**src/rtl/tsblp_pkg.sv**
```systemverilog
// ----------------------------------------------------------------------------
// tsblp_pkg: shared types and constants for the build-log parser
// Holds the transaction structs, result kinds, error codes and the signature.
// ----------------------------------------------------------------------------
package tsblp_pkg;

	localparam int LINE_BYTES_DEF = 4096;
	localparam int SIG_LEN = 13;
	localparam logic [7:0] CH_TAB = 8'h09;
	localparam logic [7:0] CH_LF = 8'h0A;
	localparam logic [7:0] CH_MINUS = 8'h2D;

	typedef enum logic [1:0] {
		PH_HEAD = 2'd0,
		PH_BODY = 2'd1,
		PH_DONE = 2'd2,
		PH_ERR = 2'd3
	} phase_t;

	typedef enum logic [1:0] {
		K_HEADER = 2'd0,
		K_RECORD = 2'd1,
		K_END = 2'd2,
		K_ERROR = 2'd3
	} kind_t;

	typedef enum logic [2:0] {
		E_NONE = 3'd0,
		E_SIG = 3'd1,
		E_VER = 3'd2,
		E_NUM = 3'd3,
		E_NOTAB = 3'd4,
		E_MISSING = 3'd5,
		E_TRAIL = 3'd6,
		E_LONG = 3'd7
	} err_t;

	typedef struct packed {
		logic [7:0] byte_in;
		logic end_of_file;
	} in_t;

	typedef struct packed {
		logic [1:0] kind;
		logic [2:0] error_code;
		logic [31:0] line_number;
		logic [2:0] log_version;
		logic signed [31:0] start_time;
		logic signed [31:0] end_time;
		logic signed [63:0] mod_time;
		logic [11:0] path_start;
		logic [11:0] path_length;
		logic [63:0] hash_value;
	} out_t;

	// Signature byte by position
	function automatic logic [7:0] sig_byte(input logic [3:0] i);
		logic [7:0] b;
		case (i)
			4'd0: b = 8'h23;
			4'd1: b = 8'h20;
			4'd2: b = 8'h6E;
			4'd3: b = 8'h69;
			4'd4: b = 8'h6E;
			4'd5: b = 8'h6A;
			4'd6: b = 8'h61;
			4'd7: b = 8'h20;
			4'd8: b = 8'h6C;
			4'd9: b = 8'h6F;
			4'd10: b = 8'h67;
			4'd11: b = 8'h20;
			4'd12: b = 8'h76;
			default: b = 8'h00;
		endcase
		return b;
	endfunction

endpackage

```
**src/rtl/tsblp_out_buf.sv**
```systemverilog
// ----------------------------------------------------------------------------
// tsblp_out_buf: two-entry result buffer
// Lets the parser keep taking bytes while a result waits to be taken.
// ----------------------------------------------------------------------------
module tsblp_out_buf (
	input  logic              clk,
	input  logic              arst_n,
	input  logic              push,
	input  tsblp_pkg::out_t   push_data,
	output logic              space,
	output logic              out_valid,
	input  logic              out_ready,
	output tsblp_pkg::out_t   out_data
);

	tsblp_pkg::out_t mem_q [2];
	logic wr_ptr_q, rd_ptr_q;
	logic [1:0] cnt_q;
	logic pop;

	assign pop = out_valid && out_ready;
	assign out_valid = cnt_q != 2'd0;
	assign out_data = mem_q[rd_ptr_q];
	// accept a transaction while a slot is free for its result
	assign space = cnt_q != 2'd2;

	// hold entries
	always_ff @(posedge clk) begin
		if (push) mem_q[wr_ptr_q] <= push_data;
	end

	// advance pointers and count
	always_ff @(posedge clk or negedge arst_n) begin
		if (!arst_n) begin
			wr_ptr_q <= 1'b0;
			rd_ptr_q <= 1'b0;
			cnt_q <= 2'd0;
		end else begin
			if (push) wr_ptr_q <= ~wr_ptr_q;
			if (pop) rd_ptr_q <= ~rd_ptr_q;
			cnt_q <= cnt_q + {1'b0, push} - {1'b0, pop};
		end
	end

endmodule

```
**src/rtl/tab_separated_build_log_parser.sv**
```systemverilog
// ----------------------------------------------------------------------------
// tab_separated_build_log_parser: byte-serial build-log line parser
// Checks the header line and parses tab-separated records one byte a cycle while the buffer has room.
// ----------------------------------------------------------------------------
// A result is written into the buffer as its byte is accepted and shows on out_valid in the cycle after.
// Throughput: one byte per cycle; ready drops only while two results wait.
// Each byte is handled by the parse logic between the state and result register.
// Reset returns the parse state to the header phase with line 1, sets mask_q to 31 and empties the buffer.
module tab_separated_build_log_parser #(
	parameter int LINE_BYTES = tsblp_pkg::LINE_BYTES_DEF
) (
	input  logic             clk,
	input  logic             arst_n,
	input  logic             in_valid,
	output logic             in_ready,
	input  tsblp_pkg::in_t   in_data,
	output logic             out_valid,
	input  logic             out_ready,
	output tsblp_pkg::out_t  out_data,
	input  logic             cfg_we,
	input  logic [4:0]       cfg_data
);

	localparam int CW = $clog2(LINE_BYTES);

	tsblp_pkg::phase_t phase_q, phase_d;
	logic [3:0] hidx_q, hidx_d;
	logic [2:0] fidx_q, fidx_d;
	logic [CW-1:0] col_q, col_d;
	logic [63:0] acc_q, acc_d;
	logic neg_q, neg_d, seen_q, seen_d;
	logic [31:0] hstart_q, hstart_d, hend_q, hend_d;
	logic [63:0] hmt_q, hmt_d;
	logic [CW-1:0] hps_q, hps_d;
	logic [CW-1:0] hpl_q, hpl_d;
	logic [31:0] line_q, line_d;
	logic [2:0] ver_q, ver_d;
	logic [4:0] mask_q;

	logic fire, push, space, line_end;
	logic [7:0] c;
	tsblp_pkg::out_t res;

	// number datapath
	logic [3:0] dig;
	logic isdig, hex, fon;
	logic [63:0] lim, mul, nxt;
	logic ovf;
	logic [63:0] cval;
	logic [CW-1:0] plen;

	assign in_ready = space;
	assign fire = in_valid && in_ready;
	assign c = in_data.byte_in;
	assign line_end = in_data.end_of_file || c == tsblp_pkg::CH_LF;
	assign fon = fidx_q < 3'd5 && mask_q[fidx_q];
	assign hex = fidx_q == 3'd4;

	// decode digit
	always_comb begin
		isdig = 1'b1;
		dig = 4'd0;
		if (c >= 8'h30 && c <= 8'h39) dig = 4'(c - 8'h30);
		else if (hex && c >= 8'h61 && c <= 8'h66) dig = 4'(c - 8'h57);
		else if (hex && c >= 8'h41 && c <= 8'h46) dig = 4'(c - 8'h37);
		else isdig = 1'b0;
	end

	// overflow test: compute acc*base+d with carry out
	always_comb begin
		logic [67:0] wide;
		if (fidx_q < 3'd2) lim = 64'h7FFF_FFFF;
		else if (fidx_q == 3'd2) lim = 64'h7FFF_FFFF_FFFF_FFFF;
		else lim = '1;
		if (neg_q && fidx_q < 3'd3) lim = lim + 64'd1;
		if (hex) wide = {acc_q, 4'h0} + {64'd0, dig};
		else wide = {3'b000, acc_q, 1'b0} + {1'b0, acc_q, 3'b000} + {64'd0, dig};
		mul = wide[63:0];
		ovf = (wide[67:64] != 4'd0) || (wide[63:0] > lim);
		nxt = mul;
	end

	assign cval = neg_q ? (64'd0 - acc_q) : acc_q;
	assign plen = col_q - hps_q;

	// next state and result
	always_comb begin
		logic [2:0] e;
		logic [2:0] fn;
		phase_d = phase_q; hidx_d = hidx_q; fidx_d = fidx_q; col_d = col_q;
		acc_d = acc_q; neg_d = neg_q; seen_d = seen_q;
		hstart_d = hstart_q; hend_d = hend_q; hmt_d = hmt_q; hps_d = hps_q;
		hpl_d = hpl_q;
		line_d = line_q; ver_d = ver_q;
		push = 1'b0;
		res = '0;
		res.line_number = line_q;
		res.log_version = ver_q;
		e = tsblp_pkg::E_NONE;
		fn = fidx_q + 3'd1;
		if (fire) begin
			unique case (phase_q)
				tsblp_pkg::PH_HEAD: begin
					if (hidx_q < 4'(tsblp_pkg::SIG_LEN)) begin
						if (line_end || c != tsblp_pkg::sig_byte(hidx_q)) e = tsblp_pkg::E_SIG;
						else hidx_d = hidx_q + 4'd1;
					end else if (hidx_q == 4'(tsblp_pkg::SIG_LEN)) begin
						if (line_end || c < 8'h35 || c > 8'h37) e = tsblp_pkg::E_VER;
						else begin
							ver_d = 3'(c - 8'h30);
							hidx_d = hidx_q + 4'd1;
						end
					end else if (!line_end) e = tsblp_pkg::E_VER;
					else begin
						push = 1'b1;
						res.kind = tsblp_pkg::K_HEADER;
						phase_d = tsblp_pkg::PH_BODY;
						if (line_q != '1) line_d = line_q + 32'd1;
						col_d = '0; fidx_d = '0; acc_d = '0; neg_d = 1'b0; seen_d = 1'b0;
					end
				end
				tsblp_pkg::PH_BODY: begin
					if (line_end && col_q == '0 && fidx_q == 3'd0) begin
						push = 1'b1;
						res.kind = tsblp_pkg::K_END;
						phase_d = tsblp_pkg::PH_DONE;
					end else if (!line_end && col_q >= CW'(LINE_BYTES - 1)) begin
						e = tsblp_pkg::E_LONG;
					end else if (line_end || c == tsblp_pkg::CH_TAB) begin
						// close the current field
						if (fidx_q != 3'd3 && fon && !seen_q) e = tsblp_pkg::E_NUM;
						else begin
							case (fidx_q)
								3'd0: hstart_d = fon ? cval[31:0] : '0;
								3'd1: hend_d = fon ? cval[31:0] : '0;
								3'd2: hmt_d = fon ? cval : '0;
								3'd3: begin
									// latch the path length, or drop the path when skipped
									if (fon) hpl_d = plen;
									else begin
										hps_d = '0;
										hpl_d = '0;
									end
								end
								default: ;
							endcase
							if (fn == 3'd3) hps_d = col_q + CW'(1);
							acc_d = '0; neg_d = 1'b0; seen_d = 1'b0;
							fidx_d = fn;
							if (line_end) begin
								if (fn < 3'd5)
									e = (mask_q[fn] && fn != 3'd3) ?
										tsblp_pkg::E_NUM : tsblp_pkg::E_MISSING;
								else begin
									push = 1'b1;
									res.kind = tsblp_pkg::K_RECORD;
									res.start_time = hstart_q;
									res.end_time = hend_q;
									res.mod_time = hmt_q;
									res.path_start = 12'(hps_q);
									res.path_length = 12'(hpl_q);
									res.hash_value = fon ? cval : '0;
									if (line_q != '1) line_d = line_q + 32'd1;
									col_d = '0; fidx_d = '0;
								end
							end else if (fn >= 3'd5) e = tsblp_pkg::E_TRAIL;
							else col_d = col_q + CW'(1);
						end
					end else begin
						// number byte
						if (fon && fidx_q != 3'd3) begin
							if (isdig) begin
								if (ovf) e = tsblp_pkg::E_NUM;
								else begin
									acc_d = nxt;
									seen_d = 1'b1;
								end
							end else if (!seen_q) begin
								if (!hex && c == tsblp_pkg::CH_MINUS && !neg_q) neg_d = 1'b1;
								else e = tsblp_pkg::E_NUM;
							end else e = tsblp_pkg::E_NOTAB;
						end
						if (e == tsblp_pkg::E_NONE) col_d = col_q + CW'(1);
					end
				end
				default: ;
			endcase
			if (e != tsblp_pkg::E_NONE) begin
				push = 1'b1;
				res = '0;
				res.kind = tsblp_pkg::K_ERROR;
				res.error_code = e;
				res.line_number = line_q;
				res.log_version = ver_q;
				phase_d = tsblp_pkg::PH_ERR;
			end
		end
	end

	// hold parse state
	always_ff @(posedge clk or negedge arst_n) begin
		if (!arst_n) begin
			phase_q <= tsblp_pkg::PH_HEAD;
			hidx_q <= '0; fidx_q <= '0; col_q <= '0; acc_q <= '0;
			neg_q <= 1'b0; seen_q <= 1'b0;
			hstart_q <= '0; hend_q <= '0; hmt_q <= '0; hps_q <= '0; hpl_q <= '0;
			line_q <= 32'd1; ver_q <= '0;
			mask_q <= 5'd31;
		end else begin
			phase_q <= phase_d; hidx_q <= hidx_d; fidx_q <= fidx_d; col_q <= col_d;
			acc_q <= acc_d; neg_q <= neg_d; seen_q <= seen_d;
			hstart_q <= hstart_d; hend_q <= hend_d; hmt_q <= hmt_d; hps_q <= hps_d;
			hpl_q <= hpl_d;
			line_q <= line_d; ver_q <= ver_d;
			if (cfg_we) mask_q <= cfg_data;
		end
	end

	tsblp_out_buf u_buf (
		.clk(clk), .arst_n(arst_n), .push(push), .push_data(res), .space(space),
		.out_valid(out_valid), .out_ready(out_ready), .out_data(out_data)
	);

endmodule
```
**config.mk**
```make
export PLATFORM = sky130hd
export DESIGN_NAME = tab_separated_build_log_parser
export DESIGN_NICKNAME = d
export VERILOG_FILES = /design/src/rtl/tsblp_pkg.sv /design/src/rtl/tsblp_out_buf.sv /design/src/rtl/tab_separated_build_log_parser.sv
export SDC_FILE = /design/constraint.sdc
export NUM_CORES = 2
export LEC_CHECK = 0
export ABC_AREA = 1
export BUFFER_PORTS_ARGS = -buffer_cell sky130_fd_sc_hd__buf_2
export CAP_MARGIN = 20
export CORE_ASPECT_RATIO = 1.1
export CORE_MARGIN = 4
export CORE_UTILIZATION = 54
export CTS_BUF_LIST = sky130_fd_sc_hd__clkbuf_8
export CTS_CLUSTER_SIZE = 30
export DETAILED_ROUTE_END_ITERATION = 8
export PLACE_DENSITY_LB_ADDON = 0.1
export SETUP_SLACK_MARGIN = 0.05
export SYNTH_ARGS = -nofsm -noshare
export SYNTH_HDL_FRONTEND = slang
export SYNTH_HIERARCHICAL = 1
export SYNTH_SLANG_ARGS = --single-unit
```
**constraint.sdc**
```tcl
create_clock -name clk -period 16.1 [get_ports clk]
set_input_delay 3.22 -clock clk [delete_from_list [all_inputs] [get_ports clk]]
set_output_delay 3.22 -clock clk [all_outputs]
set_load 0.005 [all_outputs]
```
==> flow_metrics.env <==
export IMPL_status="finished clean"
export IMPL_grt_usage_pct=27.6
export IMPL_synthCells=4799
export IMPL_numCtsBuffers=131
export IMPL_drt_wl_total_um=115000
export IMPL_syn_avg_cell_area_um2=8.80
export IMPL_placement_rows=107
export IMPL_post_cts_resized=0
export IMPL_stdcell_count=6225
export IMPL_place_hpwl_um=79800
export IMPL_synth_seq_cells=795
export IMPL_ir_worst_vdd_uv=102
export IMPL_drt_iter0_drc=2848
export IMPL_final_common_cell="nand2_1"
export IMPL_start_kind="input pin"
export IMPL_coreArea_um2=77500
export IMPL_post_cts_setup_buffer_count=0
export IMPL_rsz0062_at_grt="no"
export IMPL_timing_final_crit_share_pct=72.9
export IMPL_io_buffers=276
export IMPL_p_switching_w=0.00364
export IMPL_hold_depth=2
export IMPL_power_internal_w=0.00462
export IMPL_gp_congestion=0.962
export IMPL_reg2reg_depth=44
export IMPL_setup_ws_ps=4360
export IMPL_critical_path_peak_fanout=137
export IMPL_fin_area_um2=47000
export IMPL_viasPerCell=5.30
export IMPL_required_ps=16490
export IMPL_fin_skew_ps=38.6
export IMPL_async_reset_ff_share_pct=35.6
export IMPL_die_h_um=301
export IMPL_setup_violations=0
export IMPL_tns_ps=0
export IMPL_synth_ff_type="edfxtp_1"
export IMPL_hold_class="reg -> reg"
export IMPL_dieWidth_um=275
export IMPL_grt_pass1_wl_um=177000
export IMPL_drive_gt1_share_pct=11.4
export IMPL_cts_tree="yes"
export IMPL_synth_area_um2=42200
export IMPL_io_pins=277
export IMPL_pre_cts_slack_ps=3520
export IMPL_ctsLongestPathBuffers=3
export IMPL_layout_common_cells="1569 x nand2_1, 567 x inv_1, 512 x edfxtp_1"
export IMPL_endpoint_kind="flop"
export IMPL_antenna_found_initial=5
export IMPL_path_clk_slew_ps=60
export IMPL_ant_nets=0
export IMPL_multi_input_area_um2=16900
export IMPL_cts_sinks=795
export IMPL_syn_to_final_growth_pct=11.2
export IMPL_area_sequential_um2=22500
export IMPL_layout_nets=5328
export IMPL_clkLatencyLatePin_ps=800
export IMPL_slowest_stage="inv_8"
export IMPL_min_period_ps=11740
export IMPL_n_fill_cell=6850
export IMPL_hold_viol_final=0
export IMPL_p_per_area_nw_per_um2=176
export IMPL_ys_seq_area_share_pct=53.2
export IMPL_crit_top_cell="nand2_1"
export IMPL_tightest_slew_ps=1190
export IMPL_dr_pass1_iters=5
export IMPL_cts_hold_buffers=0
export IMPL_leakage_nw=21.7
export IMPL_dr_total_vias=32993
export IMPL_ys_types=73
export IMPL_p_seq_share_pct=33.8
export IMPL_whs_ps=479
export IMPL_start_util_pct=54.5
export IMPL_yosysWarnings=6
export IMPL_avgRoutedWirePerCell_um=18.4
export IMPL_relSlewSlack_pct=19.6
export IMPL_placed_cell_area_um2=44400
export IMPL_grt_pass1_vias=31205
export IMPL_slew_viol_final=0
export IMPL_max_freq_mhz=85.1
export IMPL_clkPwrFrac_pct=20.9
export IMPL_comb_power_share_pct=45.4
export IMPL_cts_root_buf="clkbuf_8"
export IMPL_maxCapViolCount=0
export IMPL_gr_total_overflow=0
export IMPL_placedCellCount=5979
export IMPL_dieArea_um2=82800
export IMPL_synth_edff_count=512
export IMPL_crit_path_max_incr_delay_ps=670
export IMPL_syn_num_nets=5049
export IMPL_critPathArrivalTime_ps=12140
export IMPL_path_class="in -> reg"
export IMPL_switching_share_pct=44.1
export IMPL_ctsHtreeMaxLevel=4
export IMPL_drc_errors=0
export IMPL_grt_max_degree=189
## cell type report
type / count / share of cell area (%)
clock buffer: 143 / 4.19
antenna: 2 / 0.0107
inverter: 539 / 4.36
multi-input combinational: 3309 / 36.1
timing repair buffer: 302 / 3.53
clock inverter: 100 / 1.25
sequential: 795 / 47.8
tap: 1035 / 2.76
## flip-flops by register name (all words and copies together), names as in the netlist
signal          flops
u_buf/mem_q       512
acc_q              64
hmt_q              64
hend_q             32
hstart_q           32
line_q             32
col_q              12
hpl_q              12
hps_q              12
mask_q              5
hidx_q              4
fidx_q              3
ver_q               3
phase_q             2
u_buf/cnt_q         2
neg_q               1
seen_q              1
u_buf/rd_ptr_q      1
u_buf/wr_ptr_q      1
## cell usage after synthesis (all sizes together) (3+ instances only)
master | count | area share, %
a21o | 6 | 0.11
a21oi | 224 | 2.7
a31oi | 16 | 0.27
a41oi | 3 | 0.062
and2 | 4 | 0.059
and3 | 4 | 0.071
buf | 82 | 1.3
clkbuf | 74 | 0.66
clkinv | 4 | 0.047
dfrtp | 277 | 16
dfstp | 6 | 0.37
edfxtp | 512 | 36
fa | 3 | 0.14
ha | 228 | 6.8
inv | 535 | 4.8
nand2 | 1587 | 14
nand3 | 104 | 1.4
nand4 | 31 | 0.47
nor2 | 506 | 4.8
nor3 | 59 | 0.79
nor4 | 32 | 0.54
nor4b | 3 | 0.062
o2111ai | 4 | 0.083
o211ai | 5 | 0.089
o21a | 3 | 0.053
o21ai | 292 | 3.5
o21bai | 10 | 0.18
o221ai | 5 | 0.10
o22ai | 28 | 0.41
o31ai | 13 | 0.23
or2 | 6 | 0.089
xnor2 | 43 | 0.91
xor2 | 73 | 1.5
## stage by stage
stage | power [W] | util (%)
5_1_grt | 0.00891 | 60.6
2_1_floorplan | 0.00527 | -
3_5_place_dp | 0.00655 | 57.3
3_3_place_gp | 0.00653 | 57.2
4_1_cts | 0.00829 | 60.6
6_report | 0.00826 | 60.6
## power groups by stage
stage | combinational, W | sequential (W) | clock [W]
2_1_floorplan | 0.00253 | 0.00274 | 0
3_3_place_gp | 0.00371 | 0.00282 | 0
3_5_place_dp | 0.00373 | 0.00282 | 0
4_1_cts | 0.00375 | 0.00279 | 0.00176
5_1_grt | 0.00422 | 0.00283 | 0.00186
6_report | 0.00375 | 0.00279 | 0.00172
## cell families after synthesis
family          share of synthesized area [%]
flops                                    53.2
buf+inv                                  6.80
mux                                    0.0267
xor+xnor                                 2.42
fa+ha+maj                                6.90
compound gates                           8.00
simple gates                             22.7
## metal layers
layer  share of wire (%)  vias to the layer above  GRT usage (%)
li1                    -                    16257              -
met4                 2.7                        0           8.27
met2                  46                      967           43.1
met3                 6.3                      191           4.33
met1                  45                    15578           40.1
met5                   0                        -              0
## worst max-delay path: cells and delay by family
| family | cells | cell delay (ps) |
|---|---|---|
| and+or+nand+nor | 26 | 3350 |
| buffers and inverters | 5 | 1590 |
| xor gates and xnor gates | 1 | 70 |
| AOI/OAI and AO/OA | 8 | 2300 |
| adders and majority gates | 4 | 1380 |
## worst paths after layout
kind                              start                   to  slack (ps)
max                          in_data[1]  u_buf/mem_q[1][139]        4360
min                        hstart_q[17]         hstart_q[17]         480
max reg2reg                   fidx_q[0]  u_buf/mem_q[1][139]        5420
min reg2reg                hstart_q[17]         hstart_q[17]         480
max in group asynchronous        arst_n       u_buf/rd_ptr_q       11580
min in group asynchronous        arst_n             col_q[2]        2370
(Power assumes the default switching activity.)
